$ cat config.mk
export PLATFORM = sky130hd
export DESIGN_NAME = mwm_scale_mul
export DESIGN_NICKNAME = d
export VERILOG_FILES = /design/src/rtl/core/mwm_pkg.sv /design/src/rtl/core/mwm_scale_mul.sv
export SDC_FILE = /design/constraint.sdc
export NUM_CORES = 2
export LEC_CHECK = 0
export BUFFER_PORTS_ARGS = -buffer_cell sky130_fd_sc_hd__buf_2
export CAP_MARGIN = 10
export CORE_ASPECT_RATIO = 0.5
export CORE_MARGIN = 5
export CORE_UTILIZATION = 35
export CTS_BUF_LIST = sky130_fd_sc_hd__clkbuf_8
export DETAILED_ROUTE_END_ITERATION = 7
export GPL_TIMING_DRIVEN = 0
export SLEW_MARGIN = 20
export SYNTH_ARGS = -nofsm -noshare
export SYNTH_HDL_FRONTEND = slang
export SYNTH_SLANG_ARGS = --single-unit
export TNS_END_PERCENT = 5
$ cat constraint.sdc
create_clock -name clk -period 13 [get_ports clk]
set_input_delay 1.3 -clock clk [delete_from_list [all_inputs] [get_ports clk]]
set_output_delay 1.3 -clock clk [all_outputs]
set_load 0.01 [all_outputs]
$ cat src/rtl/core/mwm_pkg.sv
// ============================================================================
// mwm_pkg
// Shared types and constants of the mecanum wheel mixer: field widths,
// direction codes, register indexes and the structs passed between stages.
// ============================================================================
package mwm_pkg;

    localparam int WHEELS     = 4;
    localparam int CMD_W      = 16;
    localparam int LIM_W      = 15;
    localparam int SUM_W      = CMD_W + 2;
    localparam int MAG_W      = SUM_W - 1;
    localparam int PROD_W     = MAG_W + LIM_W;
    localparam int QUO_W      = LIM_W;
    localparam int DIV_STEP   = 3;
    localparam int DIV_STAGES = QUO_W / DIV_STEP;
    localparam int DIR_W      = 2;
    localparam int FIELD_W    = DIR_W + QUO_W;
    localparam int IDX_W      = 2;
    localparam int IN_W       = ((3 * CMD_W + 7) / 8) * 8;
    localparam int OUT_W      = ((WHEELS * FIELD_W + 7) / 8) * 8;

    localparam logic [LIM_W-1:0] LIMIT_RESET = 15'd999;

    typedef enum logic [DIR_W-1:0] {
        DIR_OFF = 2'd0,
        DIR_FWD = 2'd1,
        DIR_REV = 2'd2
    } dir_t;

    typedef enum logic [IDX_W-1:0] {
        CFG_COMMAND_LIMIT = 2'd0,
        CFG_DUTY_LIMIT    = 2'd1
    } cfg_idx_t;

    typedef logic signed [CMD_W-1:0] cmd_t;
    typedef logic [MAG_W-1:0]        mag_t;
    typedef logic [QUO_W-1:0]        quo_t;

    typedef struct packed {
        logic [WHEELS-1:0]     neg;
        mag_t [WHEELS-1:0]     mag;
        logic [LIM_W-1:0]      mult;
        mag_t                  divisor;
    } mwm_setup_t;

    typedef struct packed {
        logic [WHEELS-1:0]     neg;
        mag_t                  divisor;
        mag_t [WHEELS-1:0]     rem;
        quo_t [WHEELS-1:0]     low;
        quo_t [WHEELS-1:0]     quo;
    } mwm_div_t;

endpackage

$ cat src/rtl/core/mwm_scale_mul.sv
// ============================================================================
// mwm_scale_mul
// One pipeline stage that multiplies each wheel magnitude by the scale factor
// and loads the product into the divider format.
// ============================================================================
module mwm_scale_mul
(
    input  logic                clk,
    input  logic                rst_n,
    input  logic                in_valid,
    output logic                in_ready,
    input  mwm_pkg::mwm_setup_t in_data,
    output logic                out_valid,
    input  logic                out_ready,
    output mwm_pkg::mwm_div_t   out_data
);
    import mwm_pkg::*;

    logic       valid_reg;
    mwm_div_t   data_reg;
    mwm_div_t   data_next;

    assign in_ready  = !valid_reg || out_ready;
    assign out_valid = valid_reg;
    assign out_data  = data_reg;

    always_comb
    begin
        logic [PROD_W-1:0] prod;
        data_next.neg     = in_data.neg;
        data_next.divisor = in_data.divisor;
        for (int i = 0; i < WHEELS; i++)
        begin
            prod = {{LIM_W{1'b0}}, in_data.mag[i]} * {{MAG_W{1'b0}}, in_data.mult};
            data_next.rem[i] = prod[PROD_W-1 -: MAG_W];
            data_next.low[i] = prod[QUO_W-1:0];
            data_next.quo[i] = '0;
        end
    end

    always_ff @(posedge clk or negedge rst_n)
    begin
        if (!rst_n)
        begin
            valid_reg <= 1'b0;
        end
        else if (in_ready)
        begin
            valid_reg <= in_valid;
        end
    end

    always_ff @(posedge clk)
    begin
        if (in_ready && in_valid)
        begin
            data_reg <= data_next;
        end
    end

endmodule

==> flow_summary.toml <==
[clock_tree]
cts_hold_buf = 0
cts_made_buffers = 17
tritoncts = "yes"
clkTransAtPathRegs_ns = 0.11
cts_root_buffer = "clkbuf_8"
cts_setup_buffers = 0
clockBufferDepth = 2
cts_resized = 0
htreeDepth = 4
clock_sinks = 150
insertion_delay_ns = 0.62

[timing]
period_needed_ns = 8.428
fin_setup_tns_ns = 0
timing.hold.ws_ns = 0.4304
rsz0062_at_grt = "false"
drv_slew = 0
min_period_over_period_pct = 64.83
finClkSkew_ns = 0.02152
setup_viol = 0
slew_headroom_pct = 16.91
worst_pin_slew_ns = 1.246
hold_viol = 0
fmax_mhz = 118.7

[synth]
synth-edff-count = 149
synth_seq_area_share_pct = 11.61
syn_area_sq_mm = 0.03877
synthArstFlopShare_pct = 0.6667
syn_area_per_cell_sq_um = 9.405
ys_types = 71
synth_seq_cells = 150
yosys_warnings = 0
synthCells = 4122
synth_ff_type = "edfxtp_1"

[setup_path]
slowest_stage = "clkbuf_1"
cp_top_family = "adder cells"
r2r_slack_ns = 11.15
timing.rr.end = "out_data[98]"
cp_max_fo = 12
path_cells = "clkbuf_1 > clkbuf_1 > and2_1 > fa_1 > inv_1 > fa_1 > inv_1 > fa_1 > fa_1 > fa_1 > inv_1 > fa_1 > inv_1 > ha_1 > and4_1 > nand3_1 > nor2_1 > o311ai_1 > a21oi_1 > nor4bb_1 > o211a_1 > nor3_1"
critPathArrivalTime_ns = 8.83
slowest_delay_ns = 0.98
cp.required_ns = 13.40
worst-r2r-cell-count = 3
r2r-start = "out_valid"
path_class = "input pin to flop"
path_common_cell = "fa_1"
critPathLaunchType = "input pin"
worst-path-buf-inv = 6
end_kind = "flop"

[place]
portBuffers = 243
hpwl_um = 95010
numPlacedInstances = 5922
place.gp.congestion = 0.9374
placed_area_sq_mm = 0.04214

[cells_and_area]
fillers = 11040
layout_common_cells = "inv_1 (916), fa_1 (772), and2_1 (599), nand2_1 (461), ha_1 (384)"
final_common_cell = "inv_1"
layout-drive-gt1-share_pct = 8.143
area_growth_pct = 9.824
final_area_sq_mm = 0.04258
stdcell_count = 5965
final_nets = 5709

[routing]
drc = 0
drt_iter0_drc = 1852
antenna_left = 0
routedWlPerCell_um = 19.14
wirelength_um = 114200
vias_per_cell = 4.814
dr.pass1.iters = 7
vias = 28720

[floorplanning]
die_x_um = 480.7
row_count = 86
core_area_sq_mm = 0.1101
dieArea_sq_mm = 0.1179
ioPinCount = 319
die_h_um = 245.3
initial_core_util_pct = 35.22

[global_route]
grt_pass1_vias = 30750
antenna_found_initial = 15
grt.overflow.total = 0
grt_pass1_wl_um = 178800
grt.total_usage_pct = 19.83
grt_start_max_net_pins = 57

[worst_hold_path]
hp-class = "input pin to async pin"

[job]
drv_cap = 0

[run_status]
status = "complete, no violations"
-- cells by family (layout without fill, tap and decap cells) --
family | after synthesis | after routing | synth area share (%)
AOI/OAI and AO/OA | 325 | 325 | 5.506
xor gates and xnor gates | 106 | 106 | 2.395
adders and majority gates | 1156 | 1156 | 52.26
buffers and inverters | 1169 | 1446 | 11.92
DFF | 150 | 150 | 11.61
muxes | 2 | 2 | 0.05164
other | 1 | 71 | 0.009673
and+or+nand+nor | 1213 | 1213 | 16.26
-- Yosys cell counts, types with 3 or more instances --
master	n	area (sq um)
nand3_1	25	125.1
a31oi_1	15	93.84
a21o_1	66	495.5
a21oi_1	96	480.5
or3_1	3	18.77
xnor2_1	77	674.4
xor2_1	29	254.0
inv_1	916	3438
and2_1	600	3754
nor2b_1	6	37.54
nand2b_1	7	43.79
or2_2	6	37.54
nand2_1	461	1730
o31ai_1	3	22.52
and4_1	3	26.28
o21ai_0	53	265.3
o21ai_1	5	25.02
buf_4	60	450.4
nand3b_1	4	30.03
a211oi_1	15	112.6
edfxtp_1	149	4474
o21bai_1	17	127.6
o211ai_1	6	45.04
a21boi_0	4	30.03
a41oi_1	3	26.28
nor2_1	49	183.9
o21a_1	7	52.55
ha_1	384	4805
and3_1	9	56.30
a211o_1	3	26.28
nor3_1	15	75.07
clkbuf_1	191	716.9
nand4_1	16	100.1
fa_1	772	15450
-- state kept, by name, summed over array words and instances (netlist names) --
register and count:
out_data 149, out_valid 1
-- layer usage --
layer  up-vias  part of all wire [%]  global-route usage (%)
li1      12940                     -                       -
met1     14560                    42                   25.75
met2       995                    47                   32.67
met3       216                   7.3                   4.399
met4         2                   3.8                   7.140
met5         -                 0.011                       0
-- worst max path at each step --
stage | from | cells past startpoint | slack (ns) | to
finish | in_data[21] | 22 | 4.57 | out_data[169]
global route | in_data[27] | 21 | 4.38 | out_data[169]
CTS | in_data[21] | 22 | 4.66 | out_data[169]
detailed placement | in_data[21] | 22 | 3.97 | out_data[169]
global placement | in_data[25] | 22 | 3.74 | out_data[169]
floorplan | in_data[25] | 23 | 5.92 | out_data[170]
-- area by class of cell --
type / instances / area [sq um] / area share (%)
Inverter: 916 / 3438 / 8.075
Buffer: 253 / 1186 / 2.786
Multi-Input combinational cell: 2862 / 29870 / 70.16
Clock buffer: 17 / 234.0 / 0.5495
Tap cell: 1496 / 1872 / 4.396
Clock inverter: 15 / 176.4 / 0.4144
Sequential cell: 150 / 4499 / 10.57
Timing Repair Buffer: 245 / 1271 / 2.986
Antenna cell: 11 / 27.53 / 0.06465
-- per-stage QoR --
stage	util [%]	worst slack [ns]
2_1_floorplan	-	5.923
3_3_place_gp	38.23	3.741
3_5_place_dp	38.28	3.974
4_1_cts	38.65	4.656
5_1_grt	38.66	4.381
6_report	38.68	4.572
-- worst register-to-register path, cell delays in order (launching register included) --
cell and delay (ns):
dfrtp_1 0.39, nand2b_1 0.11, and2_4 0.57, buf_16 0.35
Power is not shown: default switching activity piles up to over one toggle a cycle in this logic, so the estimate is an artifact.
