$ cat config.mk
export PLATFORM = sky130hd
export DESIGN_NAME = mwm_div_stage
export DESIGN_NICKNAME = d
export VERILOG_FILES = /design/src/rtl/core/mwm_pkg.sv /design/src/rtl/core/mwm_div_stage.sv
export SDC_FILE = /design/constraint.sdc
export NUM_CORES = 1
export LEC_CHECK = 0
export BUFFER_PORTS_ARGS = -buffer_cell sky130_fd_sc_hd__buf_2
export CAP_MARGIN = 20
export CORE_ASPECT_RATIO = 1.1
export CORE_UTILIZATION = 43
export CTS_CLUSTER_SIZE = 16
export DETAILED_ROUTE_END_ITERATION = 7
export GPL_TIMING_DRIVEN = 0
export PLACE_DENSITY_LB_ADDON = 0.15
export SLEW_MARGIN = 30
export SYNTH_ARGS = -nofsm -noshare
export SYNTH_HDL_FRONTEND = slang
export SYNTH_SLANG_ARGS = --single-unit
export TNS_END_PERCENT = 10
$ cat constraint.sdc
create_clock -name clk -period 7.4 [get_ports clk]
set_clock_uncertainty 0.05 [all_clocks]
set_input_delay 2.22 -clock clk [delete_from_list [all_inputs] [get_ports clk]]
set_output_delay 2.22 -clock clk [all_outputs]
set_load 0.1 [all_outputs]
$ cat src/rtl/core/mwm_pkg.sv
// ============================================================================
// mwm_pkg
// Shared types and constants of the mecanum wheel mixer: field widths,
// direction codes, register indexes and the structs passed between stages.
// ============================================================================
package mwm_pkg;

    localparam int WHEELS     = 4;
    localparam int CMD_W      = 16;
    localparam int LIM_W      = 15;
    localparam int SUM_W      = CMD_W + 2;
    localparam int MAG_W      = SUM_W - 1;
    localparam int PROD_W     = MAG_W + LIM_W;
    localparam int QUO_W      = LIM_W;
    localparam int DIV_STEP   = 3;
    localparam int DIV_STAGES = QUO_W / DIV_STEP;
    localparam int DIR_W      = 2;
    localparam int FIELD_W    = DIR_W + QUO_W;
    localparam int IDX_W      = 2;
    localparam int IN_W       = ((3 * CMD_W + 7) / 8) * 8;
    localparam int OUT_W      = ((WHEELS * FIELD_W + 7) / 8) * 8;

    localparam logic [LIM_W-1:0] LIMIT_RESET = 15'd999;

    typedef enum logic [DIR_W-1:0] {
        DIR_OFF = 2'd0,
        DIR_FWD = 2'd1,
        DIR_REV = 2'd2
    } dir_t;

    typedef enum logic [IDX_W-1:0] {
        CFG_COMMAND_LIMIT = 2'd0,
        CFG_DUTY_LIMIT    = 2'd1
    } cfg_idx_t;

    typedef logic signed [CMD_W-1:0] cmd_t;
    typedef logic [MAG_W-1:0]        mag_t;
    typedef logic [QUO_W-1:0]        quo_t;

    typedef struct packed {
        logic [WHEELS-1:0]     neg;
        mag_t [WHEELS-1:0]     mag;
        logic [LIM_W-1:0]      mult;
        mag_t                  divisor;
    } mwm_setup_t;

    typedef struct packed {
        logic [WHEELS-1:0]     neg;
        mag_t                  divisor;
        mag_t [WHEELS-1:0]     rem;
        quo_t [WHEELS-1:0]     low;
        quo_t [WHEELS-1:0]     quo;
    } mwm_div_t;

endpackage

$ cat src/rtl/core/mwm_div_stage.sv
// ============================================================================
// mwm_div_stage
// One stage of the pipelined restoring divider. It retires three quotient
// bits for all four wheels against the shared divisor.
// ============================================================================
module mwm_div_stage
(
    input  logic                clk,
    input  logic                rst_n,
    input  logic                in_valid,
    output logic                in_ready,
    input  mwm_pkg::mwm_div_t   in_data,
    output logic                out_valid,
    input  logic                out_ready,
    output mwm_pkg::mwm_div_t   out_data
);
    import mwm_pkg::*;

    logic       valid_reg;
    mwm_div_t   data_reg;
    mwm_div_t   data_next;

    assign in_ready  = !valid_reg || out_ready;
    assign out_valid = valid_reg;
    assign out_data  = data_reg;

    always_comb
    begin
        logic [MAG_W:0] trial;
        logic [MAG_W:0] dext;
        mag_t           r;
        quo_t           lo;
        quo_t           q;
        data_next.neg     = in_data.neg;
        data_next.divisor = in_data.divisor;
        dext = {1'b0, in_data.divisor};
        for (int w = 0; w < WHEELS; w++)
        begin
            r  = in_data.rem[w];
            lo = in_data.low[w];
            q  = in_data.quo[w];
            for (int s = 0; s < DIV_STEP; s++)
            begin
                trial = {r, lo[QUO_W-1]};
                lo    = {lo[QUO_W-2:0], 1'b0};
                if (trial >= dext)
                begin
                    trial = trial - dext;
                    q     = {q[QUO_W-2:0], 1'b1};
                end
                else
                begin
                    q     = {q[QUO_W-2:0], 1'b0};
                end
                r = trial[MAG_W-1:0];
            end
            data_next.rem[w] = r;
            data_next.low[w] = lo;
            data_next.quo[w] = q;
        end
    end

    always_ff @(posedge clk or negedge rst_n)
    begin
        if (!rst_n)
        begin
            valid_reg <= 1'b0;
        end
        else if (in_ready)
        begin
            valid_reg <= in_valid;
        end
    end

    always_ff @(posedge clk)
    begin
        if (in_ready && in_valid)
        begin
            data_reg <= data_next;
        end
    end

endmodule

==> metrics.md, run 1 <==
| Metric | Value |
|---|---|
| Outcome | `complete, but fails checks` |
| Failing checks | `setup timing` |
| Worst R2R Path Depth | `4` |
| Seq/Total Area, Yosys | `0.327` |
| Number of I/O port buffers | `399` |
| Pwr dens | `402 nW/um^2` |
| # setup viols final | `between 70 and 80` |
| I/O Pins | `424` |
| Register area | `5940 sq um` |
| CP startpoint | `in_data[193]` |
| Pleak | `10.9 nW` |
| Int Power | `approximately 5.2 mW` |
| Worst vdd ir | `0.317 mV` |
| Post-route setup slack | `-1.51 ns` |
| Seq cells post-synth | `198` |
| Crit-path max cell delay | `0.38 ns` |
| Area Growth Syn to Fin | `42.4%` |
| CTS clk-pin slew, worst paths | `0.08 ns` |
| EDFF count, synth | `197` |
| Residual DRC count | `0` |
| Kind of critical path | `input pin to flop` |
| Sw Ratio | `0.497` |
| Clk_lat worst skew | `0.47 ns` |
| CP Capture Type | `flop` |
| Period utilisation layout | `1.20` |
| Total GRT Usage | `0.291` |
| Remaining antenna violation count | `0` |
| CP startpoint kind | `input pin` |
| Synth Warn # | `0` |
| Netlist cell types | `between 80 and 90` |
| Mapped cell area | `18,200 sq um` |
| Multi-input gate area | `13,500 sq um` |
| Die width | `just under 200 um` |
| TritonCTS buffer count | `17` |
| P_sw | `5.18 mW` |
| Setup TNS | `-101.79 ns` |
| Hold Path Stages | `2` |
| Die area | `43,100 sq um` |
| Area share of the largest cell type after synthesis | `0.325` |
| # fillers | `3,385` |
| Hold wc startpoint | `out_valid$_DFFE_PN0N_` |
| Number of global-route vias before repair | `17,011` |
| Final Wtd Congestion | `0.905` |
| First-pass GRT wire length | `around 95 mm` |
| Clock buffer depth | `2` |
| Ranking of synthesized cells by area | `edfxtp_1 33%, ha_1 14%, mux2_2 6.6%` |
| H-tree lvl count | `4` |
| RSZ-0062 raised after global routing | `true` |
| Placed cell count | `2,844` |
| Vias after detailed routing | `roughly 18,000` |
| Max_cap viols | `0` |
| Overflow after GRT | `0` |
| Seq pwr share | `0.162` |
| Max-slew violations | `0` |
| Worst min path class | `flop to flop` |
| Critical Path RT | `7.58 ns` |
| DRT Pass-1 Iters | `5` |
| Commonest cells post-synth | `204 x ha_1, 197 x edfxtp_1, 146 x a21oi_1, 125 x nand2_1, 122 x nor2_1` |
| Root Driver | `clkbuf_16` |
| Syn Inst Count | `about 1,900` |
| Async SR Flop Fraction | `0.00505` |
| Die height | `218 um` |
| Wirelength per Cell | `21.0 um` |
| Count leader, synth | `ha_1` |
| CP max stage cell | `ha_2` |
| WL final | `65.1 mm` |
| Initial Util | `0.439` |
| Initial DRC count | `1,034` |
| Site Rows | `slightly below 80` |
| Worst-margin pin slew | `0.876 ns` |
| Max_slew headroom | `0.411` |
| Layout Nets | `approximately 3,000` |
| Fmax | `112 MHz` |
| Core Box Area | `41,500 sq um` |
| Clock share of power | `0.096` |
| FF-to-FF Start | `out_valid$_DFFE_PN0N_` |
| Routed vias/inst | `approximately 5.7` |
| Clk sinks | `198` |
| Comb power frac | `0.742` |
| Initial antenna violation count | `8` |
| CP Data Arrival Time | `9.08 ns` |
| Final hold viol count | `0` |
| Synth area leader | `edfxtp_1` |
| Final non-filler cell total | `between 3,000 and 4,000` |
| Final Critical Period | `8.91 ns` |
| Share of cells above drive strength 1 | `0.430` |
| Maximum fanout along the worst path | `8` |
| Largest net degree at the start of global routing | `51` |
| Syn Area/Cell | `9.73 sq um` |
| TritonCTS clock tree | `built` |
| DP Wirelength | `45.0 mm` |
| Top FF cell, synth | `edfxtp_1` |
| Hold slack | `0.497 ns` |
[path summary, 6_finish.rpt]
kind                                      endpoint  slack (ns)
min in group asynchronous    out_valid$_DFFE_PN0N_        1.45
setup / recovery           out_data[134]$_DFFE_PP_       -1.51
max in group asynchronous    out_valid$_DFFE_PN0N_        5.77
hold / removal               out_valid$_DFFE_PN0N_        0.50
hold reg to reg              out_valid$_DFFE_PN0N_        0.50
setup reg to reg           out_data[134]$_DFFE_PP_        5.51
[final cells by class]
cell class                 count  share of cell area
antenna                        3            0.000290
buffer                        37              0.0159
clock buffer                  17              0.0164
clock inverter                15             0.00773
inverter                      98              0.0170
multi-input combinational   1541               0.523
sequential                   198               0.229
tap                          560              0.0270
timing repair buffer         632               0.163
timing repair inverter         1            0.000193
[metal layers]
layer	routed length, um	GRT usage
met5	57	0
met2	31500	0.502
met3	4520	0.0588
met4	2370	0.110
met1	26600	0.353
[metrics by stage]
| step | setup WS (ns) | utilization | total power, mW | cell area [sq um] |
|---|---|---|---|---|
| 6_report | -1.51 | 0.625 | 10.4 | 25900 |
| 5_1_grt | -1.70 | 0.624 | 10.9 | 25900 |
| 4_1_cts | -1.54 | 0.601 | 10.0 | 24900 |
| 3_5_place_dp | -4.34 | 0.515 | 8.09 | 21400 |
| 3_3_place_gp | -4.39 | 0.513 | 8.03 | 21300 |
| 2_1_floorplan | -1.96 | - | 6.94 | 18600 |
[repair_timing]
item                                    CTS  global route
pin swaps                                79            94
hold buffers                              0             0
resized for setup                       287           121
endpoints found under the setup margin   76            72
gates cloned                              3             1
setup buffers                           177            52
[critical path, delay by kind of cell]
| family | cells | cell delay (ns) |
|---|---|---|
| AOI/OAI and AO/OA | 17 | 3.44 |
| and+or+nand+nor | 3 | 0.35 |
| muxes | 2 | 0.63 |
| adders and majority gates | 3 | 0.84 |
| buffers and inverters | 11 | 1.58 |
[sequential cells by signal, indices dropped and copies added, names as in the netlist]
name,cells
out_valid,1
out_data,197
[layout by cell type, fill, tap and decap left out, types with 18 or more instances in the layout]
master     Yosys  layout
nor2b_1       31      26
o21a_1        29      29
ha_1         204     119
xnor2_1      100     100
nand4_1       20      20
a31oi_1       21      18
or3_1         20      20
ha_4           0      65
mux2_4         7      40
nor3_1        47      43
inv_1         95      74
mux2_2       106      75
xor2_1        45      45
nor2_1       122     118
o211ai_1      20      20
clkbuf_16      0      19
nand2_1      125     121
a21oi_2        2      26
buf_4         14     200
buf_2          5     393
buf_6          5      29
a21o_1        49      49
nand3_1       44      38
ha_2           0      20
a21oi_1      146     116
edfxtp_1     197     197
nand2b_1      25      24
buf_12         0      22
o21ai_0      102      73
mux2i_1       31      18
[power groups by stage]
stage / sequential (mW) / clock, mW / combinational (mW)
floorplan: 3.38 / 0 / 3.56
global placement: 1.73 / 0 / 6.30
detailed placement: 1.72 / 0 / 6.38
CTS: 1.69 / 1.03 / 7.31
global route: 1.71 / 1.06 / 8.17
finish: 1.69 / 1.00 / 7.73
[cells by family (layout without fill, tap and decap cells)]
kind of cell / Yosys count / count (layout) / synth area share
xor gates and xnor gates: 145 / 145 / 0.0698
buffers and inverters: 142 / 800 / 0.0347
and+or+nand+nor: 507 / 507 / 0.137
muxes: 146 / 146 / 0.0897
DFF: 198 / 198 / 0.327
other: 1 / 15 / 0.000206
adders and majority gates: 216 / 216 / 0.154
AOI/OAI and AO/OA: 515 / 515 / 0.188
Power figures use the tool's default switching activity.
==> run 2: changes to the inputs <==
- CORE_ASPECT_RATIO: 1.1 -> unset
==> metrics.md, run 2 (synthesized netlist as in run 1, its figures left out) <==
| Metric | Value |
|---|---|
| Largest net degree at the start of global routing | `50` |
| CP startpoint kind | `input pin` |
| Root Driver | `clkbuf_16` |
| Die area | `43,100 sq um` |
| Crit-path max cell delay | `0.39 ns` |
| CTS clk-pin slew, worst paths | `0.08 ns` |
| Die width | `208 um` |
| Pleak | `between 10 and 15 nW` |
| H-tree lvl count | `4` |
| Residual DRC count | `1` |
| Commonest non-fill, non-tap cell in the layout | `buf_2` |
| Total GRT Usage | `0.282` |
| Number of I/O port buffers | `399` |
| CP Capture Type | `flop` |
| Vias after detailed routing | `17,176` |
| Final Wtd Congestion | `a little over 0.9` |
| Period utilisation layout | `1.22` |
| I/O Pins | `424` |
| Maximum fanout along the worst path | `8` |
| Core Util, Final | `0.609` |
| FF-to-FF Start | `out_valid$_DFFE_PN0N_` |
| Site Rows | `74` |
| Clock buffer depth | `2` |
| TritonCTS buffer count | `17` |
| DRT Pass-1 Iters | `8` |
| Worst min path class | `flop to flop` |
| Initial Util | `0.440` |
| TritonCTS clock tree | `built` |
| Area Growth Syn to Fin | `38.2%` |
| DP Wirelength | `44.9 mm` |
| Die height | `208 um` |
| Hold slack | `0.505 ns` |
| CP startpoint | `in_data[188]` |
| Worst-margin pin slew | `0.957 ns` |
| CP Data Arrival Time | `9.20 ns` |
| # setup viols final | `72` |
| Worst vdd ir | `0.432 mV` |
| Clk sinks | `198` |
| First-pass GRT wire length | `93.2 mm` |
| Core Box Area | `about 41,000 sq um` |
| Met3 usage | `0.0546` |
| CP max stage cell | `o31ai_4` |
| Final Critical Period | `9.02 ns` |
| # hold bufs at CTS | `0` |
| Routed vias/inst | `5.67` |
| Final hold viol count | `0` |
| Overflow after GRT | `0` |
| Initial DRC count | `1,027` |
| Number of global-route vias before repair | `16,478` |
| Fmax | `111 MHz` |
| Commonest cells after routing, fill and taps aside | `390 x buf_2, 197 x edfxtp_1, 169 x buf_4` |
| Wirelength per Cell | `20.7 um` |
| Kind of critical path | `input pin to flop` |
| Outcome | `complete, but fails checks` |
| Max_slew headroom | `0.358` |
| Post-route setup slack | `-1.62 ns` |
| Max_cap viols | `0` |
| Hold wc startpoint | `out_valid$_DFFE_PN0N_` |
| RSZ-0062 raised after global routing | `true` |
| Layout Nets | `2,911` |
| Max-slew violations | `0` |
| Met2 usage | `0.473` |
| WL final | `62.8 mm` |
| GR met1 Demand/Resource | `0.350` |
| Share of cells above drive strength 1 | `0.406` |
| Failing checks | `DRC, setup timing` |
| Max reg flops | `197` |
| Pwr dens | `400 nW/um^2` |
| GRT Max-Usage Layer | `met2` |
| Remaining antenna violation count | `0` |
| Clk_lat worst skew | `approximately 0.48 ns` |
| Initial antenna violation count | `5` |
| Critical Path RT | `~7.6 ns` |
## run 2: cell types whose count changed in the layout (fill, tap and decap cells not counted), moves of 5 or more
| cell | previous run | this run |
|---|---|---|
| mux2_4 | 40 | 33 |
| a21oi_2 | 26 | 17 |
| buf_8 | 12 | 7 |
| ha_1 | 119 | 133 |
| mux2_2 | 75 | 82 |
| mux2i_1 | 18 | 23 |
| a21oi_1 | 116 | 123 |
| buf_6 | 29 | 22 |
| buf_4 | 200 | 169 |
| mux2i_4 | 8 | 3 |
| ha_4 | 65 | 51 |
## run 2: repair_timing
item                       in CTS  in global routing
cloned                          1                  1
buffers inserted              129                 54
setup endpoints to repair      76                 72
resized for setup             197                138
pin swaps                      58                 67
hold endpoints to repair        0                  0
## run 2: worst paths after layout
kind	endpoint	slack (ns)	depth (start not counted)
worst max-delay path	out_data[141]$_DFFE_PP_	-1.62	32
worst min-delay path	out_valid$_DFFE_PN0N_	0.50	2
worst max register to register	out_data[125]$_DFFE_PP_	5.39	4
worst min register to register	out_valid$_DFFE_PN0N_	0.50	2
max in group asynchronous	out_valid$_DFFE_PN0N_	5.77	1
min in group asynchronous	out_valid$_DFFE_PN0N_	1.45	1
## run 2: routing by layer
metal	share of wire	vias up
li1	-	8312
met1	0.43	8128
met2	0.47	612
met3	0.056	120
met4	0.042	4
met5	0.00049	-
## run 2: metrics by stage
step	cells	setup WS, ns	total power [mW]	instance area, sq um	setup TNS (ns)
2_1_floorplan	1881	-1.96	6.94	18600	-294.55
3_3_place_gp	2812	-4.17	7.98	21200	-696.10
3_5_place_dp	2816	-4.14	8.04	21300	-280.61
4_1_cts	2973	-1.69	9.69	24000	-104.72
5_1_grt	3028	-1.79	10.6	25100	-120.96
6_report	3028	-1.62	10.1	25100	-105.90
## run 2: area by class of cell
class,instances,area [sq um]
sequential,198,5940
antenna,1,2.50
multi-input combinational,1541,13200
clock inverter,15,229
fill,3525,16100
clock buffer,17,425
timing repair buffer,587,3790
timing repair inverter,1,5.00
tap,532,666
inverter,98,442
buffer,38,420
## run 2: report_power, final
group,switching [mW],internal [mW]
registers,0.0565,1.64
clock network,0.502,0.524
logic,4.41,2.93
total,4.97,5.09
## run 2: worst max-delay path: cells and delay by family
kind	cells	cell delay, ns
adder cells (fa/ha/maj)	4	1.00
AO/OA/AOI/OAI	18	4.11
buffers and inverters	5	0.67
AND/OR/NAND/NOR	2	0.18
multiplexers	3	0.97
