$ cat src/rtl/core/mwm_pkg.sv
// ============================================================================
// mwm_pkg
// Shared types and constants of the mecanum wheel mixer: field widths,
// direction codes, register indexes and the structs passed between stages.
// ============================================================================
package mwm_pkg;

    localparam int WHEELS     = 4;
    localparam int CMD_W      = 16;
    localparam int LIM_W      = 15;
    localparam int SUM_W      = CMD_W + 2;
    localparam int MAG_W      = SUM_W - 1;
    localparam int PROD_W     = MAG_W + LIM_W;
    localparam int QUO_W      = LIM_W;
    localparam int DIV_STEP   = 3;
    localparam int DIV_STAGES = QUO_W / DIV_STEP;
    localparam int DIR_W      = 2;
    localparam int FIELD_W    = DIR_W + QUO_W;
    localparam int IDX_W      = 2;
    localparam int IN_W       = ((3 * CMD_W + 7) / 8) * 8;
    localparam int OUT_W      = ((WHEELS * FIELD_W + 7) / 8) * 8;

    localparam logic [LIM_W-1:0] LIMIT_RESET = 15'd999;

    typedef enum logic [DIR_W-1:0] {
        DIR_OFF = 2'd0,
        DIR_FWD = 2'd1,
        DIR_REV = 2'd2
    } dir_t;

    typedef enum logic [IDX_W-1:0] {
        CFG_COMMAND_LIMIT = 2'd0,
        CFG_DUTY_LIMIT    = 2'd1
    } cfg_idx_t;

    typedef logic signed [CMD_W-1:0] cmd_t;
    typedef logic [MAG_W-1:0]        mag_t;
    typedef logic [QUO_W-1:0]        quo_t;

    typedef struct packed {
        logic [WHEELS-1:0]     neg;
        mag_t [WHEELS-1:0]     mag;
        logic [LIM_W-1:0]      mult;
        mag_t                  divisor;
    } mwm_setup_t;

    typedef struct packed {
        logic [WHEELS-1:0]     neg;
        mag_t                  divisor;
        mag_t [WHEELS-1:0]     rem;
        quo_t [WHEELS-1:0]     low;
        quo_t [WHEELS-1:0]     quo;
    } mwm_div_t;

endpackage

$ cat src/rtl/core/mwm_front.sv
// ============================================================================
// mwm_front
// Three pipeline stages: command clamp, wheel sums with magnitudes, and peak
// search that picks the scale factor and divisor for each item.
// ============================================================================
module mwm_front
(
    input  logic                        clk,
    input  logic                        rst_n,
    input  logic                        in_valid,
    output logic                        in_ready,
    input  logic [mwm_pkg::IN_W-1:0]    in_data,
    input  logic [mwm_pkg::LIM_W-1:0]   command_limit,
    input  logic [mwm_pkg::LIM_W-1:0]   duty_limit,
    output logic                        out_valid,
    input  logic                        out_ready,
    output mwm_pkg::mwm_setup_t         out_data
);
    import mwm_pkg::*;

    logic                   v1_reg;
    logic                   v2_reg;
    logic                   v3_reg;
    logic                   ready1;
    logic                   ready2;
    logic                   ready3;
    cmd_t [2:0]             cmd_reg;
    cmd_t [2:0]             cmd_next;
    logic [WHEELS-1:0]      neg_reg;
    logic [WHEELS-1:0]      neg_next;
    mag_t [WHEELS-1:0]      mag_reg;
    mag_t [WHEELS-1:0]      mag_next;
    mwm_setup_t             setup_reg;
    mwm_setup_t             setup_next;

    assign ready3    = !v3_reg || out_ready;
    assign ready2    = !v2_reg || ready3;
    assign ready1    = !v1_reg || ready2;
    assign in_ready  = ready1;
    assign out_valid = v3_reg;
    assign out_data  = setup_reg;

    always_comb
    begin
        cmd_t lim_pos;
        cmd_t lim_neg;
        cmd_t x;
        lim_pos = $signed({1'b0, command_limit});
        lim_neg = -lim_pos;
        for (int i = 0; i < 3; i++)
        begin
            x = $signed(in_data[i*CMD_W +: CMD_W]);
            if (x > lim_pos)
            begin
                cmd_next[i] = lim_pos;
            end
            else if (x < lim_neg)
            begin
                cmd_next[i] = lim_neg;
            end
            else
            begin
                cmd_next[i] = x;
            end
        end
    end

    always_comb
    begin
        logic signed [SUM_W-1:0] f;
        logic signed [SUM_W-1:0] s;
        logic signed [SUM_W-1:0] t;
        logic signed [SUM_W-1:0] w [WHEELS];
        logic signed [SUM_W-1:0] a;
        f = {{(SUM_W-CMD_W){cmd_reg[0][CMD_W-1]}}, cmd_reg[0]};
        s = {{(SUM_W-CMD_W){cmd_reg[1][CMD_W-1]}}, cmd_reg[1]};
        t = {{(SUM_W-CMD_W){cmd_reg[2][CMD_W-1]}}, cmd_reg[2]};
        w[0] = f + s + t;
        w[1] = f - s - t;
        w[2] = f - s + t;
        w[3] = f + s - t;
        for (int i = 0; i < WHEELS; i++)
        begin
            neg_next[i] = w[i][SUM_W-1];
            a           = neg_next[i] ? -w[i] : w[i];
            mag_next[i] = a[MAG_W-1:0];
        end
    end

    always_comb
    begin
        mag_t peak01;
        mag_t peak23;
        mag_t peak;
        logic scale;
        peak01 = (mag_reg[0] > mag_reg[1]) ? mag_reg[0] : mag_reg[1];
        peak23 = (mag_reg[2] > mag_reg[3]) ? mag_reg[2] : mag_reg[3];
        peak   = (peak01 > peak23) ? peak01 : peak23;
        scale  = peak > {{(MAG_W-LIM_W){1'b0}}, duty_limit};
        setup_next.neg     = neg_reg;
        setup_next.mag     = mag_reg;
        setup_next.mult    = scale ? duty_limit : LIM_W'(1);
        setup_next.divisor = scale ? peak : MAG_W'(1);
    end

    always_ff @(posedge clk or negedge rst_n)
    begin
        if (!rst_n)
        begin
            v1_reg <= 1'b0;
            v2_reg <= 1'b0;
            v3_reg <= 1'b0;
        end
        else
        begin
            if (ready1)
            begin
                v1_reg <= in_valid;
            end
            if (ready2)
            begin
                v2_reg <= v1_reg;
            end
            if (ready3)
            begin
                v3_reg <= v2_reg;
            end
        end
    end

    always_ff @(posedge clk)
    begin
        if (ready1 && in_valid)
        begin
            cmd_reg <= cmd_next;
        end
        if (ready2 && v1_reg)
        begin
            neg_reg <= neg_next;
            mag_reg <= mag_next;
        end
        if (ready3 && v2_reg)
        begin
            setup_reg <= setup_next;
        end
    end

endmodule

$ cat config.mk
export PLATFORM = sky130hd
export DESIGN_NAME = mwm_front
export DESIGN_NICKNAME = d
export VERILOG_FILES = /design/src/rtl/core/mwm_pkg.sv /design/src/rtl/core/mwm_front.sv
export SDC_FILE = /design/constraint.sdc
export NUM_CORES = 1
export LEC_CHECK = 0
export BUFFER_PORTS_ARGS = -buffer_cell sky130_fd_sc_hd__buf_2
export CAP_MARGIN = 10
export CORE_ASPECT_RATIO = 1.4
export CORE_UTILIZATION = 45
export DETAILED_ROUTE_END_ITERATION = 16
export GPL_TIMING_DRIVEN = 0
export PLACE_DENSITY = 0.59
export RECOVER_POWER = 50
export SYNTH_ARGS = -nofsm -noshare
export SYNTH_HDL_FRONTEND = slang
export SYNTH_SLANG_ARGS = --single-unit
export TNS_END_PERCENT = 20
$ cat constraint.sdc
create_clock -name clk -period 6.95 [get_ports clk]
set_clock_uncertainty 0.15 [all_clocks]
set_input_delay 1.7375 -clock clk [delete_from_list [all_inputs] [get_ports clk]]
set_output_delay 1.7375 -clock clk [all_outputs]
set_load 0.03 [all_outputs]
==> flow_metrics.env, run 1 <==
export IMPL_hold_ws_ps=268
export IMPL_cts_buffers=23
export IMPL_drcViolationCount=0
export IMPL_path_delay_family="compound AO/OA/AOI/OAI gates"
export IMPL_cts_buffer_depth=3
export IMPL_htreeDepth=1
export IMPL_firstDrtPassIters=5
export IMPL_synth_cells=1991
export IMPL_finalWorstSetupSlack_ps=-44.5
export IMPL_critPathKind="reg -> reg"
export IMPL_path_clk_slew_ps=60
export IMPL_slowest_stage="mux2i_1"
export IMPL_rows=89
export IMPL_worstMarginPinSlew_ps=4450
export IMPL_status="complete, but fails checks"
export IMPL_synth_top_family_by_area="compound AO/OA/AOI/OAI gates"
export IMPL_drive_gt1_share_pct=14.6
export IMPL_yosys_area_share_simple_pct=13.3
export IMPL_n_fill_cell=3983
export IMPL_grt_pass1_wl_mm=88.8
export IMPL_syn_area_per_cell_um2=9.65
export IMPL_yosys_warnings=0
export IMPL_drtIter0Drc=755
export IMPL_clk_latency_ps=530
export IMPL_worstRegToRegCells=27
export IMPL_synth_seq_cells=225
export IMPL_synthAdderAreaFrac_pct=17.6
export IMPL_antenna_found_initial=0
export IMPL_largest_register_ffs=103
export IMPL_synthToLayoutAreaGrowth_pct=14.5
export IMPL_finalHoldViolCount=0
export IMPL_syn_num_nets=2340
export IMPL_setup_viol=9
export IMPL_utilization_pct=52.3
export IMPL_grt_setup_unrepaired="yes"
export IMPL_port_buffers=179
export IMPL_avgRoutedWirePerCell_um=21.6
export IMPL_design_core_area_um2=42100
export IMPL_vias=16000
export IMPL_cts_tree="built"
export IMPL_ys_async_sr_fraction_pct=1.33
export IMPL_fmax_mhz=143
export IMPL_drv_cap=4
export IMPL_routed_wl_mm=59.7
export IMPL_critPathMaxStageDelay_ps=480
export IMPL_violations="capacitance limit, slew limit, setup timing"
export IMPL_min_period_ps=6990
export IMPL_cts_sinks=225
export IMPL_crit_top_cell="ha_1"
export IMPL_synth_compound_area_share_pct=19.1
export IMPL_insertedDiodeCount=0
export IMPL_required_ps=7030
export IMPL_grt_pass1_vias=16400
export IMPL_synth_area_um2=19200
export IMPL_path_depth=27
export IMPL_slew_violations=222
export IMPL_grt_max_degree=72
export IMPL_place_gp_congestion=0.964
export IMPL_dp_slack_ps=-2410
export IMPL_ys_seq_area_share_pct=35.1
export IMPL_crit_path_end_kind="flip-flop"
export IMPL_start_kind="flip-flop"
export IMPL_fin_nets=2560
export IMPL_root_buffer="clkbuf_16"
export IMPL_die_x_um=177
export IMPL_synth_edf_count=222
export IMPL_dpl_hpwl_mm=50.3
export IMPL_synthFlopType="edfxtp_1"
export IMPL_cp_arrival_ps=7080
export IMPL_worst_path_buf_inv=2
export IMPL_synth_cell_types=84
export IMPL_relSlewSlack_pct=-197
export IMPL_period_share_pct=101
export IMPL_grt_ovfl_total=0
export IMPL_ios=188
export IMPL_die_h_um=246
export IMPL_die_area_um2=43500
export IMPL_mostFrequentLayoutCell="ha_1"
export IMPL_grtUsageTotal_pct=27.1
export IMPL_path_max_fanout=10
export IMPL_hold_path_depth=0
export IMPL_layout_common_cells="ha_1, edfxtp_1, buf_2"
export IMPL_viasPerCell=5.76
export IMPL_holdCritPathClass="reg -> reg"
export IMPL_initial_core_util_pct=45.6
export IMPL_synth_xor_area_share_pct=6.23
export IMPL_synth_area_mux_share_pct=3.44
export IMPL_detail_route_antenna_nets=0
cell type report:
cell class              count  area, um2  area share, %
flip-flops and latches    225       6740           30.7
well taps                 546        683           3.11
repair buffers            195       1000           4.57
inverters                 187        702           3.19
plain buffers              73        377           1.71
multi-input cells        1506      11700           53.4
clock inverters            13        159          0.722
clock buffers              25        583           2.65
kinds of logic (layout without fill, tap and decap cells):
logic type / after synthesis / in the layout
buf+inv: 260 / 493
mux: 66 / 66
flops: 225 / 225
fa+ha+maj: 267 / 267
simple gates: 504 / 504
compound gates: 534 / 534
xor+xnor: 135 / 135
per-stage QoR:
step	TNS, ps	std cells	instance area, um2
6_report	-177	2770	22000
5_1_grt	-1030	2770	22000
4_1_cts	0	2758	21800
3_5_place_dp	-98240	2718	20800
3_3_place_gp	-95510	2716	20800
2_1_floorplan	0	1991	19200
Yosys cell counts, drive strengths merged (9+ instances only):
master	instances	area share, %
a211oi	12	0.47
a21o	34	1.3
a21oi	132	3.4
a221oi	21	0.96
a31oi	18	0.59
and2	20	0.65
and3	16	0.52
buf	15	0.44
clkbuf	58	1.1
edfxtp	222	35
ha	261	17
inv	185	3.6
mux2i	66	3.4
nand2	95	1.9
nand2b	29	0.94
nand3	55	1.4
nand4	25	0.81
nor2	127	2.5
nor2b	33	1.1
nor3	39	1.1
o211ai	9	0.35
o21a	42	1.6
o21ai	86	2.2
o21bai	34	1.3
o2bb2ai	29	1.3
o31ai	18	0.76
or2	10	0.33
or3	16	0.52
xnor2	102	4.7
xor2	32	1.5
timing repair:
action,CTS,global route
gates resized for setup,51,54
buffers inserted,2,11
setup endpoints to repair,67,45
hold endpoints to repair,0,0
cloned,0,1
pin swaps,3,9
hold buffers,0,0
layer usage:
layer  wire length, um  global-route usage [%]
met5                 0                       0
met4              4760                    19.8
met3              1670                    1.79
met2             33100                    55.0
met1             20200                    24.5
path summary, 6_finish.rpt:
kind	start	to	slack [ps]
max	mag_reg[44]$_DFFE_PP_	out_data[9]$_SDFFCE_PP0P_	-40
min	neg_reg[0]$_DFFE_PP_	out_data[100]$_DFFE_PP_	270
max reg2reg	mag_reg[44]$_DFFE_PP_	out_data[9]$_SDFFCE_PP0P_	-40
min reg2reg	neg_reg[0]$_DFFE_PP_	out_data[100]$_DFFE_PP_	270
max in group asynchronous	rst_n	v1_reg$_DFFE_PN0N_	5620
min in group asynchronous	rst_n	v2_reg$_DFFE_PN0P_	870
Power of run 1 is not shown: default switching activity piles up to over one toggle a cycle in this logic, so the estimate is an artifact.
==> run 2: changes to the inputs <==
ABC_AREA = 1   (was not set)
==> run 2 against run 1 <==
Net effect:
- the flow finishes with violations (capacitance limit, slew limit)
- synthesized cell count is 45% higher
- flip-flop and latch count stayed put
- via count is 20% higher
- sequential share of layout area is 2.3 points lower
- register-to-register slack better by 760 ps
- critical endpoint is now out_data[23]$_SDFFCE_PP0P_
==> flow_metrics.env, run 2 <==
export IMPL_synthTopCellsByCount="nand2_1, inv_1, ha_1, edfxtp_1, nand3_1"
export IMPL_rr_startpoint="mag_reg[25]$_DFFE_PP_"
export IMPL_cts_sinks=225
export IMPL_synth_cells=2877
export IMPL_drive_gt1_share_pct=11.5
export IMPL_firstDrtPassIters=6
export IMPL_placed_area_um2=23100
export IMPL_detail_route_antenna_nets=0
export IMPL_vias=19200
export IMPL_critPathKind="reg -> reg"
export IMPL_drcViolationCount=0
export IMPL_finalHoldViolCount=0
export IMPL_die_x_um=186
export IMPL_synth_edf_count=222
export IMPL_yosys_area_top_type="edfxtp_1"
export IMPL_root_buffer="clkbuf_16"
export IMPL_cts_buffers=23
export IMPL_synthTopCellsByArea="edfxtp_1, ha_1, nand2_1"
export IMPL_fin_nets=3443
export IMPL_ys_async_sr_fraction_pct=1.33
export IMPL_die_h_um=259
export IMPL_insertedDiodeCount=0
export IMPL_relSlewSlack_pct=-63.3
export IMPL_ios=188
export IMPL_n_fill_cell=4759
export IMPL_grt_ovfl_total=0
export IMPL_ys_seq_area_share_pct=31.7
export IMPL_holdCritPathClass="reg -> reg"
export IMPL_mostFrequentLayoutCell="nand2_1"
export IMPL_cts_resized=0
export IMPL_htreeDepth=1
export IMPL_crit_top_cell="nand2_1"
export IMPL_syn_area_per_cell_um2=7.39
export IMPL_fmax_mhz=160
export IMPL_port_buffers=187
export IMPL_yosysTopAreaCellShare_pct=31.4
export IMPL_synth_seq_cells=225
export IMPL_path_max_fanout=10
export IMPL_rows=93
export IMPL_cts_tree="built"
export IMPL_hp_start="neg_reg[2]$_DFFE_PP_"
export IMPL_grtUsageTotal_pct=29.8
export IMPL_min_period_ps=6230
export IMPL_synthToLayoutAreaGrowth_pct=11.7
export IMPL_yosysMostFrequentCell="nand2_1"
export IMPL_routed_wl_mm=70.6
export IMPL_setup_viol=0
export IMPL_die_area_um2=48100
export IMPL_largest_register_ffs=103
export IMPL_startpoint="mag_reg[25]$_DFFE_PP_"
export IMPL_required_ps=7090
export IMPL_post_cts_buffers=0
export IMPL_slowest_stage="edfxtp_1"
export IMPL_avgRoutedWirePerCell_um=18.9
export IMPL_initial_core_util_pct=45.9
export IMPL_critPathMaxStageDelay_ps=430
export IMPL_fin_area_um2=23800
export IMPL_status="complete, but fails checks"
export IMPL_viasPerCell=5.16
export IMPL_grt_setup_unrepaired="no"
export IMPL_yosys_warnings=0
export IMPL_place_gp_congestion=0.952
export IMPL_path_clk_slew_ps=70
export IMPL_period_share_pct=89.7
export IMPL_cts_buffer_depth=3
export IMPL_slew_violations=123
export IMPL_antenna_found_initial=0
export IMPL_layout_common_cells="nand2_1, inv_1, ha_1"
export IMPL_grt_pass1_vias=19500
export IMPL_start_kind="flip-flop"
export IMPL_dpl_hpwl_mm=60.5
export IMPL_violations="capacitance limit, slew limit"
export IMPL_worstMarginPinSlew_ps=2450
export IMPL_synth_cell_types=54
export IMPL_synth_area_um2=21300
export IMPL_cp_arrival_ps=6370
export IMPL_cts_hold_buf=0
export IMPL_drtIter0Drc=914
export IMPL_syn_num_nets=3226
export IMPL_finalSetupTns_ps=0
export IMPL_drv_cap=3
export IMPL_utilization_pct=51.3
export IMPL_grt_pass1_wl_mm=107
export IMPL_crit_path_end_kind="flip-flop"
export IMPL_design_core_area_um2=46300
export IMPL_grt_max_degree=47
export IMPL_clk_latency_ps=540
export IMPL_synthFlopType="edfxtp_1"
-- run 2: cell types whose count changed in the layout (fill, tap and decap cells not counted), moves of 31 or more --
cell	delta
nand2_1	+740
nor2_1	+66
mux2i_1	-61
inv_1	+264
xnor2_1	-88
o21ai_0	+39
nor2b_1	-32
nand4_1	+33
nand3_1	+167
o21a_1	-35
a21oi_1	+31
-- run 2: worst paths after layout --
kind | end | slack, ps | cells after the start
setup reg to reg | out_data[23]$_SDFFCE_PP0P_ | 720 | 36
hold reg to reg | out_data[102]$_DFFE_PP_ | 270 | 0
max in group asynchronous | out_valid$_DFFE_PN0P_ | 5650 | 1
setup / recovery | out_data[23]$_SDFFCE_PP0P_ | 720 | 36
min in group asynchronous | v1_reg$_DFFE_PN0N_ | 840 | 1
hold / removal | out_data[102]$_DFFE_PP_ | 270 | 0
-- run 2: stage by stage --
stage / hold WS [ps] / std cells / worst slack [ps]
2_1_floorplan: 250 / 2877 / 1570
3_3_place_gp: 250 / 3681 / 335
3_5_place_dp: 256 / 3686 / 300
4_1_cts: 270 / 3726 / 698
5_1_grt: 277 / 3726 / 232
6_report: 268 / 3726 / 719
-- run 2: worst max-delay path: cells and delay by family (launching register included) --
kind | cells | cell delay [ps]
fa+ha+maj | 3 | 960
flops | 1 | 430
compound gates | 7 | 1000
buf+inv | 6 | 1200
simple gates | 20 | 2220
-- run 2: area by class of cell --
class | instances | area [um2] | area share, %
Tap cell | 617 | 772 | 3.25
Timing Repair Buffer | 192 | 925 | 3.89
Inverter | 467 | 1760 | 7.40
Buffer | 63 | 395 | 1.66
Sequential cell | 225 | 6740 | 28.4
Clock buffer | 25 | 583 | 2.45
Clock inverter | 15 | 211 | 0.890
Multi-Input combinational cell | 2122 | 12400 | 52.1
-- run 2: logic make-up after synthesis --
family                     Yosys count  share of synthesized area, %
AOI/OAI and AO/OA                  323                          8.09
DFF                                225                          31.7
buffers and inverters              530                          10.1
adders and majority gates          267                          15.9
xor gates and xnor gates            88                          4.30
and+or+nand+nor                   1444                          29.9
-- run 2: layer usage --
layer  vias up  global-route usage (%)  routed length (um)
met5         -                       0                   0
met4         0                    26.8                7360
met3       234                    2.02                2250
met2       599                    58.1               37600
met1      8598                    26.9               23300
li1       9805                       -                   -
Power of run 2 is left out for the same reason.
